`src/design/pttt_pkg.sv`:
```
// ----------------------------------------------------------------------------
// pttt_pkg
// Shared opcodes, status codes and the command record for the task timer.
// ----------------------------------------------------------------------------
package pttt_pkg;

  typedef enum logic [2:0] {
    OP_ADD      = 3'd0,
    OP_DELETE   = 3'd1,
    OP_DEL_ALL  = 3'd2,
    OP_TICK     = 3'd3,
    OP_DISPATCH = 3'd4
  } opcode_t;

  localparam logic [1:0] ST_OK      = 2'd0;
  localparam logic [1:0] ST_NULL    = 2'd1;
  localparam logic [1:0] ST_FULL    = 2'd2;
  localparam logic [1:0] ST_BAD_IDX = 2'd3;

  localparam int MAX_RUNS = 16;

  typedef struct packed {
    logic [2:0]  opcode;
    logic [15:0] task_handle;
    logic [31:0] first_delay;
    logic [31:0] repeat_period;
    logic [7:0]  slot_id;
  } cmd_t;

  typedef enum logic [1:0] {
    BK_IDLE,
    BK_SWEEP,
    BK_ACK
  } back_state_t;

endpackage

```
`src/design/pttt_front.sv`:
```
// ----------------------------------------------------------------------------
// pttt_front
// Accepts command beats into a two-entry queue for the back end.
// ----------------------------------------------------------------------------
module pttt_front (
  input  logic          clk,
  input  logic          rst,
  input  logic          start,
  output logic          busy,
  input  pttt_pkg::cmd_t cmd_in,
  output logic          q_valid,
  output pttt_pkg::cmd_t q_cmd,
  input  logic          q_pop
);
  import pttt_pkg::*;

  cmd_t       entry [2];
  logic       rd_ptr;
  logic       wr_ptr;
  logic [1:0] fill;
  logic       push;

  assign busy    = (fill == 2'd2);
  assign push    = start && !busy;
  assign q_valid = (fill != 2'd0);
  assign q_cmd   = entry[rd_ptr];

  always_ff @(posedge clk) begin
    if (rst) begin
      rd_ptr <= 1'b0;
      wr_ptr <= 1'b0;
      fill   <= 2'd0;
    end else begin
      if (push) wr_ptr <= ~wr_ptr;
      if (q_pop) rd_ptr <= ~rd_ptr;
      fill <= fill + {1'b0, push} - {1'b0, q_pop};
    end
    if (push) entry[wr_ptr] <= cmd_in;
  end

endmodule

```
`src/design/pttt_back.sv`:
```
// ----------------------------------------------------------------------------
// pttt_back
// Slot table and sequencer: sweeps the slots one per cycle for tick and dispatch.
// ----------------------------------------------------------------------------
module pttt_back #(
  parameter int SLOT_COUNT = 16
) (
  input  logic           clk,
  input  logic           rst,
  input  logic           q_valid,
  input  pttt_pkg::cmd_t q_cmd,
  output logic           q_pop,
  output logic           result_valid,
  output logic           result_kind,
  output logic [1:0]     status,
  output logic [3:0]     slot_index,
  output logic [15:0]    run_handle,
  output logic [4:0]     task_count,
  output logic [1:0]     last_error,
  output logic [31:0]    tick_time,
  output logic           last
);
  import pttt_pkg::*;

  localparam int IW = (SLOT_COUNT > 1) ? $clog2(SLOT_COUNT) : 1;
  localparam int CW = $clog2(SLOT_COUNT + 1);

  logic [15:0] slot_handle  [SLOT_COUNT];
  logic [31:0] slot_delay   [SLOT_COUNT];
  logic [31:0] slot_period  [SLOT_COUNT];
  logic [7:0]  slot_pending [SLOT_COUNT];
  logic [CW-1:0] used_count;
  logic [1:0]  error_record;
  logic [31:0] tick_counter;

  back_state_t state, state_next;
  cmd_t        cur;
  logic [IW:0] idx;
  logic [4:0]  runs;
  logic [IW-1:0] sel;
  logic        found;
  logic [IW-1:0] free_idx;

  assign sel = idx[IW-1:0];

  always_comb begin
    found    = 1'b0;
    free_idx = '0;
    for (int i = SLOT_COUNT - 1; i >= 0; i--) begin
      if (slot_handle[i] == 16'd0) begin
        found    = 1'b1;
        free_idx = IW'(i);
      end
    end
  end

  logic sweep_done;
  logic serv;
  assign sweep_done = (idx == (IW+1)'(SLOT_COUNT - 1));
  assign serv = (slot_pending[sel] != 8'd0) && (slot_handle[sel] != 16'd0) &&
                (runs < 5'(MAX_RUNS));

  always_comb begin
    state_next = state;
    unique case (state)
      BK_IDLE: begin
        if (q_valid) begin
          if (q_cmd.opcode == OP_TICK || q_cmd.opcode == OP_DISPATCH)
            state_next = BK_SWEEP;
          else
            state_next = BK_ACK;
        end
      end
      BK_SWEEP: if (sweep_done) state_next = BK_ACK;
      BK_ACK:   state_next = BK_IDLE;
      default:  state_next = BK_IDLE;
    endcase
  end

  assign q_pop = (state == BK_IDLE) && q_valid;

  always_ff @(posedge clk) begin
    if (rst) begin
      state        <= BK_IDLE;
      used_count   <= '0;
      error_record <= ST_OK;
      tick_counter <= '0;
      result_valid <= 1'b0;
      for (int i = 0; i < SLOT_COUNT; i++) begin
        slot_handle[i]  <= '0;
        slot_pending[i] <= '0;
      end
    end else begin
      state <= state_next;
      unique case (state)
        BK_IDLE: begin
          result_valid <= 1'b0;
          if (q_valid) begin
            cur        <= q_cmd;
            idx        <= '0;
            runs       <= '0;
            if (q_cmd.opcode == OP_TICK) tick_counter <= tick_counter + 32'd1;
          end
        end
        BK_SWEEP: begin
          idx <= idx + 1'b1;
          if (cur.opcode == OP_TICK) begin
            result_valid <= 1'b0;
            if (slot_handle[sel] != 16'd0) begin
              if (slot_delay[sel] != 32'd0) begin
                slot_delay[sel] <= slot_delay[sel] - 32'd1;
              end else begin
                if (slot_pending[sel] != 8'hFF)
                  slot_pending[sel] <= slot_pending[sel] + 8'd1;
                if (slot_period[sel] != 32'd0)
                  slot_delay[sel] <= slot_period[sel];
              end
            end
          end else begin
            result_valid <= serv;
            if (serv) begin
              runs         <= runs + 5'd1;
              result_kind  <= 1'b1;
              status       <= ST_OK;
              slot_index   <= 4'(sel);
              run_handle   <= slot_handle[sel];
              last_error   <= error_record;
              tick_time    <= tick_counter;
              last         <= 1'b0;
              if (slot_period[sel] == 32'd0) begin
                slot_handle[sel]  <= '0;
                slot_pending[sel] <= '0;
                slot_delay[sel]   <= '0;
                used_count        <= used_count - 1'b1;
                task_count        <= 5'(used_count - 1'b1);
              end else begin
                slot_pending[sel] <= slot_pending[sel] - 8'd1;
                task_count        <= 5'(used_count);
              end
            end
          end
        end
        BK_ACK: begin
          if (cur.opcode == OP_DISPATCH && runs != 5'd0) begin
            result_valid <= 1'b1;
            result_kind  <= 1'b1;
            last         <= 1'b1;
          end else begin
            logic [1:0] st;
            logic [3:0] sl;
            logic [CW-1:0] uc;
            st = ST_OK;
            sl = '0;
            uc = used_count;
            unique case (cur.opcode)
              OP_ADD: begin
                if (cur.task_handle == 16'd0) st = ST_NULL;
                else if (used_count >= CW'(SLOT_COUNT) || !found) st = ST_FULL;
                else begin
                  slot_handle[free_idx]  <= cur.task_handle;
                  slot_delay[free_idx]   <= cur.first_delay;
                  slot_period[free_idx]  <= cur.repeat_period;
                  slot_pending[free_idx] <= '0;
                  uc = used_count + 1'b1;
                  sl = 4'(free_idx);
                end
              end
              OP_DELETE: begin
                if (cur.slot_id >= 8'(SLOT_COUNT) ||
                    slot_handle[cur.slot_id[IW-1:0]] == 16'd0) st = ST_BAD_IDX;
                else begin
                  slot_handle[cur.slot_id[IW-1:0]]  <= '0;
                  slot_pending[cur.slot_id[IW-1:0]] <= '0;
                  slot_delay[cur.slot_id[IW-1:0]]   <= '0;
                  slot_period[cur.slot_id[IW-1:0]]  <= '0;
                  uc = used_count - 1'b1;
                end
              end
              OP_DEL_ALL: begin
                if (used_count == '0) st = ST_BAD_IDX;
                for (int i = 0; i < SLOT_COUNT; i++) begin
                  slot_handle[i]  <= '0;
                  slot_pending[i] <= '0;
                  slot_delay[i]   <= '0;
                  slot_period[i]  <= '0;
                end
                uc = '0;
              end
              default: ;
            endcase
            used_count   <= uc;
            if (st != ST_OK) error_record <= st;
            result_valid <= 1'b1;
            result_kind  <= 1'b0;
            status       <= st;
            slot_index   <= sl;
            run_handle   <= '0;
            task_count   <= 5'(uc);
            last_error   <= (st != ST_OK) ? st : error_record;
            tick_time    <= tick_counter;
            last         <= 1'b1;
          end
        end
        default: result_valid <= 1'b0;
      endcase
    end
  end

endmodule

```
`src/design/periodic_task_timer_table.sv`:
```
// ----------------------------------------------------------------------------
// periodic_task_timer_table
// Time-triggered task table with add, delete, delete-all, tick and dispatch.
// ----------------------------------------------------------------------------
// A command beat is taken when start is high and busy is low; a two-entry
// queue sits in front of the slot sequencer, so busy rises only when it fills.
// Add, delete and delete-all go from idle straight to the acknowledge state in
// the back end; tick and dispatch first sweep the table one slot per cycle.
// An acknowledge passes through the back end's result register and then the
// output register before it reaches the ports.
// Results appear with result_valid high for one cycle each; the receiver
// cannot stall. Dispatch gives one run beat per serviced slot, and each run
// beat is held until the next beat from the back end shows whether it is the
// final one, so the final run beat goes out when the back end's last beat arrives.
// Reset frees every slot and clears the counters and the error record at once.
// ----------------------------------------------------------------------------
module periodic_task_timer_table #(
  parameter int SLOT_COUNT = 16
) (
  input  logic        clk,
  input  logic        rst,
  input  logic        start,
  output logic        busy,
  input  logic [2:0]  opcode,
  input  logic [15:0] task_handle,
  input  logic [31:0] first_delay,
  input  logic [31:0] repeat_period,
  input  logic [7:0]  slot_id,
  output logic        result_valid,
  output logic        result_kind,
  output logic [1:0]  status,
  output logic [3:0]  slot_index,
  output logic [15:0] run_handle,
  output logic [4:0]  task_count,
  output logic [1:0]  last_error,
  output logic [31:0] tick_time,
  output logic        last
);
  import pttt_pkg::*;

  cmd_t cmd_in, q_cmd;
  logic q_valid, q_pop;
  logic       b_valid, b_kind, b_last;
  logic [1:0] b_status, b_err;
  logic [3:0] b_slot;
  logic [15:0] b_handle;
  logic [4:0] b_count;
  logic [31:0] b_time;
  logic       hold;
  logic [3:0] h_slot;
  logic [15:0] h_handle;
  logic [4:0] h_count;
  logic [1:0] h_err;
  logic [31:0] h_time;

  assign cmd_in = '{opcode: opcode, task_handle: task_handle,
                    first_delay: first_delay, repeat_period: repeat_period,
                    slot_id: slot_id};

  pttt_front u_front (
    .clk, .rst, .start, .busy, .cmd_in,
    .q_valid, .q_cmd, .q_pop
  );

  pttt_back #(.SLOT_COUNT(SLOT_COUNT)) u_back (
    .clk, .rst, .q_valid, .q_cmd, .q_pop,
    .result_valid(b_valid), .result_kind(b_kind), .status(b_status),
    .slot_index(b_slot), .run_handle(b_handle), .task_count(b_count),
    .last_error(b_err), .tick_time(b_time), .last(b_last)
  );

  // A run beat is held until the next beat shows whether it is the final one.
  always_ff @(posedge clk) begin
    if (rst) begin
      hold         <= 1'b0;
      result_valid <= 1'b0;
    end else if (b_valid && b_kind) begin
      result_valid <= hold;
      result_kind  <= 1'b1;
      status       <= ST_OK;
      slot_index   <= h_slot;
      run_handle   <= h_handle;
      task_count   <= h_count;
      last_error   <= h_err;
      tick_time    <= h_time;
      last         <= b_last;
      if (b_last) begin
        hold <= 1'b0;
      end else begin
        hold     <= 1'b1;
        h_slot   <= b_slot;
        h_handle <= b_handle;
        h_count  <= b_count;
        h_err    <= b_err;
        h_time   <= b_time;
      end
    end else if (b_valid) begin
      result_valid <= 1'b1;
      last         <= b_last;
      result_kind  <= b_kind;
      status       <= b_status;
      slot_index   <= b_slot;
      run_handle   <= b_handle;
      task_count   <= b_count;
      last_error   <= b_err;
      tick_time    <= b_time;
    end else begin
      result_valid <= 1'b0;
    end
  end

endmodule
```
`config.mk`:
```
export PLATFORM = sky130hd
export DESIGN_NAME = periodic_task_timer_table
export DESIGN_NICKNAME = d
export VERILOG_FILES = /design/src/design/pttt_pkg.sv /design/src/design/pttt_front.sv /design/src/design/pttt_back.sv /design/src/design/periodic_task_timer_table.sv
export SDC_FILE = /design/constraint.sdc
export NUM_CORES = 2
export LEC_CHECK = 0
export BUFFER_PORTS_ARGS = -buffer_cell sky130_fd_sc_hd__buf_2
export CORE_ASPECT_RATIO = 1.25
export CORE_UTILIZATION = 60
export DETAILED_ROUTE_END_ITERATION = 8
export MAX_ROUTING_LAYER = met4
export PLACE_DENSITY = 0.77
export SETUP_SLACK_MARGIN = 0.2
export SLEW_MARGIN = 5
export SYNTH_ARGS = -nofsm -noshare
export SYNTH_HDL_FRONTEND = slang
export SYNTH_SLANG_ARGS = --single-unit
```
`constraint.sdc`:
```
create_clock -name clk -period 7.8 [get_ports clk]
set_input_delay 1.56 -clock clk [delete_from_list [all_inputs] [get_ports clk]]
set_output_delay 1.56 -clock clk [all_outputs]
set_load 0.02 [all_outputs]
```
==> summary by stage <==
Die
The die covers 0.139 mm^2. Measured along the x axis, the die boundary spans 334 um. The initial utilization of the core area, before any placement, comes to 60.4%. In this run the count of I/O pins placed on the die edge is 159. The floorplan has 152 rows. The die is 417 um tall.

The floorplan step defined a core boundary enclosing 0.137 mm^2.

Synthesis
The count of state elements after synthesis is 1933. The synthesized instance count is 7385. The top flip-flop cell by instance count after synthesis is sky130_fd_sc_hd__dfxtp_1. The average size of a mapped cell is 11.2 um^2. Of the post-synthesis cell area, the dominant cell type holds 30.9%. The register area share after synthesis is 57.1%. Ranked by total cell area, the synthesized netlist is headed by sky130_fd_sc_hd__edfxtp_1, sky130_fd_sc_hd__dfxtp_1, sky130_fd_sc_hd__mux4_2.

The largest total area in the synthesized netlist belongs to sky130_fd_sc_hd__edfxtp_1. In this run, distinct cell masters in the synthesized netlist total 99. The number of synthesized flops with an enable pin is 852. Yosys printed 0 warnings. The area of the mapped netlist is 0.0828 mm^2. The net count after synthesis is 7494.

The fraction of synthesis flops using an asynchronous set or reset pin is 0%.

Clocking
The post-cts repair resize count is 0. In this run the deepest clock path goes through 3 buffers. The number of sinks handled by clock tree synthesis is 1933. The post-CTS clock slew at the launch and capture registers of the worst setup and hold paths is 0.06 ns. The H-tree level count is 4. At the later pin of the worst-skew pair, clock insertion delay measures 0.84 ns. The TritonCTS clock tree is yes. The number of buffers inserted by hold repair at cts is 0. The tree is rooted in a sky130_fd_sc_hd__clkbuf_16. The number of buffers created by CTS is 180. The post-CTS setup-driven buffer insertion count is 0.

Power
Of the total power, the clock network draws 29.6%. The total leakage power is 30.9 nW. Combinational logic burns 30.0% of the power. Dividing total power by cell area gives a power density of 331 mW/mm^2. The internal portion of the total power is 0.0195 W. IR analysis of the VDD net gives a maximum drop of 299 uV. The switching part of the total power is 35.2%. The analysis attributes to net switching a power of 0.0106 W. The share of total power in sequential cells is 40.5%. Summing internal, switching and leakage power gives 0.0300 W.

STA
The final critical path time including I/O delays and setup is 6.93 ns. The total setup violations reported at the end of the flow is 0. The worst path meets setup with 0.874 ns of slack. The clock arrives with 0.0604 ns of skew. Static timing analysis puts the maximum clock frequency at 0.144 GHz. The total negative setup slack is 0 ns. The total count of hold-check failures in the final report is 0. Setup repair after global routing left no endpoint under its margin. The count of pins over their slew limit is 0. The remaining max-slew budget at the tightest pin is 7.67%.

The slew of the pin with the lowest slew margin is 1.38 ns. The final critical path takes up 88.8% of the cycle.

Routing
The routed design has 246 mm of wire. The via count of the routed design is 60800. The DRC violation total after the first TritonRoute iteration is 7781. The average via count per standard cell is 6.56. The number of nets still failing antenna checks after routing is 0. The number of optimization iterations in the first detailed-route pass is 8. After detailed routing, the number of remaining DRC violations is 0. The average wire length per cell after detail routing is 26.6 um.

Placement
The port buffer count is 158. The weighted congestion at the end of routability-driven global placement is 0.973. The pre-CTS setup slack is 1.11 ns. The post-placement cell count is 8925.

The HPWL after detailed placement is 156 mm. In this run the cell area measured after placement is 0.0848 mm^2.

Worst setup path
STA classifies the critical path startpoint as a flip-flop. The logic depth of the worst register-to-register path is 12. Data arrives at the worst endpoint at 7.60 ns. Along the worst path, the maximum fanout reaches 37.

STA puts the critical path data required time at 8.47 ns. The worst setup path is captured at a flip-flop. The category of the most critical setup path is flip-flop to flip-flop.

Run status
The run finished with clean final reports.

Flow run
Across the run, the number of max-cap violations was 0.

Global routing
The initial antenna violation count is 11. The first-pass GRT wire length is 364 mm. Global routing used 35.9% of the available tracks. The maximum number of pins on one net before global-route repair is 243. The via count of the first global-routing pass came to 58600. The sum of overflow across all layers after global routing is 0.

Min path
The worst hold path passes through 0 cells. In this run the worst hold path is classified as flip-flop to flip-flop.

Finish
After routing the design area is 0.0908 mm^2. The total number of nets in the final design is 7368. The share of final-layout standard cells stronger than drive strength 1 is 16.7%.

Excluding fillers, the count of instances in the completed layout stands at 9271. The post-synthesis to final-layout area growth is 9.66%.
[synthesized netlist by cell type (8+ instances only)]
cell and n:
sky130_fd_sc_hd__nand2_1 1190, sky130_fd_sc_hd__dfxtp_1 1081, sky130_fd_sc_hd__nor2_1 895, sky130_fd_sc_hd__edfxtp_1 852
sky130_fd_sc_hd__a21oi_1 620, sky130_fd_sc_hd__clkbuf_1 448, sky130_fd_sc_hd__a211oi_1 340, sky130_fd_sc_hd__mux4_2 308
sky130_fd_sc_hd__mux2i_1 212, sky130_fd_sc_hd__mux2_2 159, sky130_fd_sc_hd__a22oi_1 132, sky130_fd_sc_hd__buf_2 106
sky130_fd_sc_hd__nand3_1 95, sky130_fd_sc_hd__o21ai_0 94, sky130_fd_sc_hd__nor4_1 93, sky130_fd_sc_hd__and2_1 56
sky130_fd_sc_hd__nand4_1 47, sky130_fd_sc_hd__nor3_1 47, sky130_fd_sc_hd__inv_1 44, sky130_fd_sc_hd__xor2_1 43
sky130_fd_sc_hd__a221oi_1 41, sky130_fd_sc_hd__buf_4 32, sky130_fd_sc_hd__buf_6 32, sky130_fd_sc_hd__or3_1 32
sky130_fd_sc_hd__xnor2_1 29, sky130_fd_sc_hd__buf_1 16, sky130_fd_sc_hd__a211oi_2 15, sky130_fd_sc_hd__a2bb2oi_1 15
sky130_fd_sc_hd__ha_1 15, sky130_fd_sc_hd__nor2b_1 15, sky130_fd_sc_hd__a22o_1 14, sky130_fd_sc_hd__and3_1 12
sky130_fd_sc_hd__nand2b_1 12, sky130_fd_sc_hd__or2_2 12, sky130_fd_sc_hd__and4_1 11, sky130_fd_sc_hd__mux4_1 11
sky130_fd_sc_hd__o2111ai_1 10, sky130_fd_sc_hd__o21ai_1 10, sky130_fd_sc_hd__o22ai_1 9, sky130_fd_sc_hd__a2111oi_4 8
sky130_fd_sc_hd__a31oi_1 8, sky130_fd_sc_hd__buf_8 8
[through the flow]
step | utilization [%] | hold slack [ns]
after floorplan | - | 0.417
after global placement | 61.8 | 0.430
after detailed placement | 61.8 | 0.433
after CTS | 66.2 | 0.445
after global routing | 66.2 | 0.448
final | 66.2 | 0.446
[final timing paths]
kind,start,endpoint,slack (ns)
hold reg to reg,u_back.tick_time[4],h_time[4],0.45
hold / removal,u_back.tick_time[4],h_time[4],0.45
setup / recovery,flip-flop,u_back.slot_delay[2][29],0.87
setup reg to reg,flip-flop,u_back.slot_delay[2][29],0.87
[power groups by stage]
stage	registers, W	logic, W	clock network [W]
3_5_place_dp	0.0123	0.00874	0
6_report	0.0122	0.00899	0.00888
5_1_grt	0.0122	0.00937	0.00931
2_1_floorplan	0.0119	0.00645	0
3_3_place_gp	0.0123	0.00866	0
4_1_cts	0.0121	0.00878	0.00892
[cells in the final DEF (no fill, tap or decap), drive strengths merged, types with 12 or more instances in the layout]
cell,synthesis,final
xor2,43,43
xnor2,29,29
and3,12,12
inv,44,53
edfxtp,852,852
clkbuf,448,237
o21ai,104,104
nand2,1193,1193
mux2i,212,212
nand4,48,48
nand2b,12,12
mux2,163,163
or2,12,12
bufinv,0,12
and2,61,61
a22o,14,14
buf,199,339
nor2b,15,15
nand3,95,95
a22oi,144,144
nor2,895,895
dfxtp,1081,1081
or3,32,32
a21oi,627,627
a211oi,355,355
ha,15,15
clkinv,1,66
a2bb2oi,15,15
mux4,319,319
a2111oi,15,15
clkinvlp,0,14
nor4,94,94
nor3,49,49
a221oi,43,43
[state kept, by name (all words and copies together) (netlist names), 5 cells and up, named ones only]
signal and cells:
u_back.slot_period 512, h_handle 16, u_back.cur 91, h_count 5
h_time 32, u_back.tick_counter 32, task_count 5, u_back.runs 5
u_back.slot_pending 128, u_back.idx 5, u_front.entry 182, u_back.slot_delay 512
tick_time 32, u_back.used_count 5, u_back.slot_handle 256, u_back.run_handle 16
run_handle 16, u_back.task_count 5, u_back.tick_time 32
[critical path, stage by stage (launching register included)]
cell,delay [ns]
sky130_fd_sc_hd__dfxtp_4,0.86
sky130_fd_sc_hd__buf_12,0.37
sky130_fd_sc_hd__mux4_1,0.62
sky130_fd_sc_hd__a22o_1,0.20
sky130_fd_sc_hd__a221oi_1,1.06
sky130_fd_sc_hd__nand4_1,0.20
sky130_fd_sc_hd__nor4_1,0.52
sky130_fd_sc_hd__and4_1,0.67
sky130_fd_sc_hd__or3_1,0.86
sky130_fd_sc_hd__buf_4,0.33
sky130_fd_sc_hd__a31oi_1,0.12
sky130_fd_sc_hd__a22oi_2,0.71
sky130_fd_sc_hd__a22oi_1,0.19
[cells by family after synthesis]
group,share of synthesized area (%)
muxes,13.5
adders and majority gates,0.227
and+or+nand+nor,13.0
buffers and inverters,3.94
AOI/OAI and AO/OA,11.5
DFF,57.1
xor gates and xnor gates,0.762
[routing by layer]
layer  GRT usage (%)  part of all wire (%)
met5               -                     0
met2            56.8                    48
met1            42.2                    35
met3            6.81                    10
met4            23.0                   7.1
[cell type report]
type | instances | area [um^2]
Sequential cell | 1933 | 47200
Fill cell | 9961 | 46400
Multi-Input combinational cell | 4760 | 32600
Clock buffer | 237 | 4990
Timing Repair Buffer | 339 | 2400
Tap cell | 1848 | 2310
Clock inverter | 100 | 1000
Inverter | 45 | 171
Antenna cell | 9 | 22.5
No activity file was read; power rests on OpenSTA's default activity.
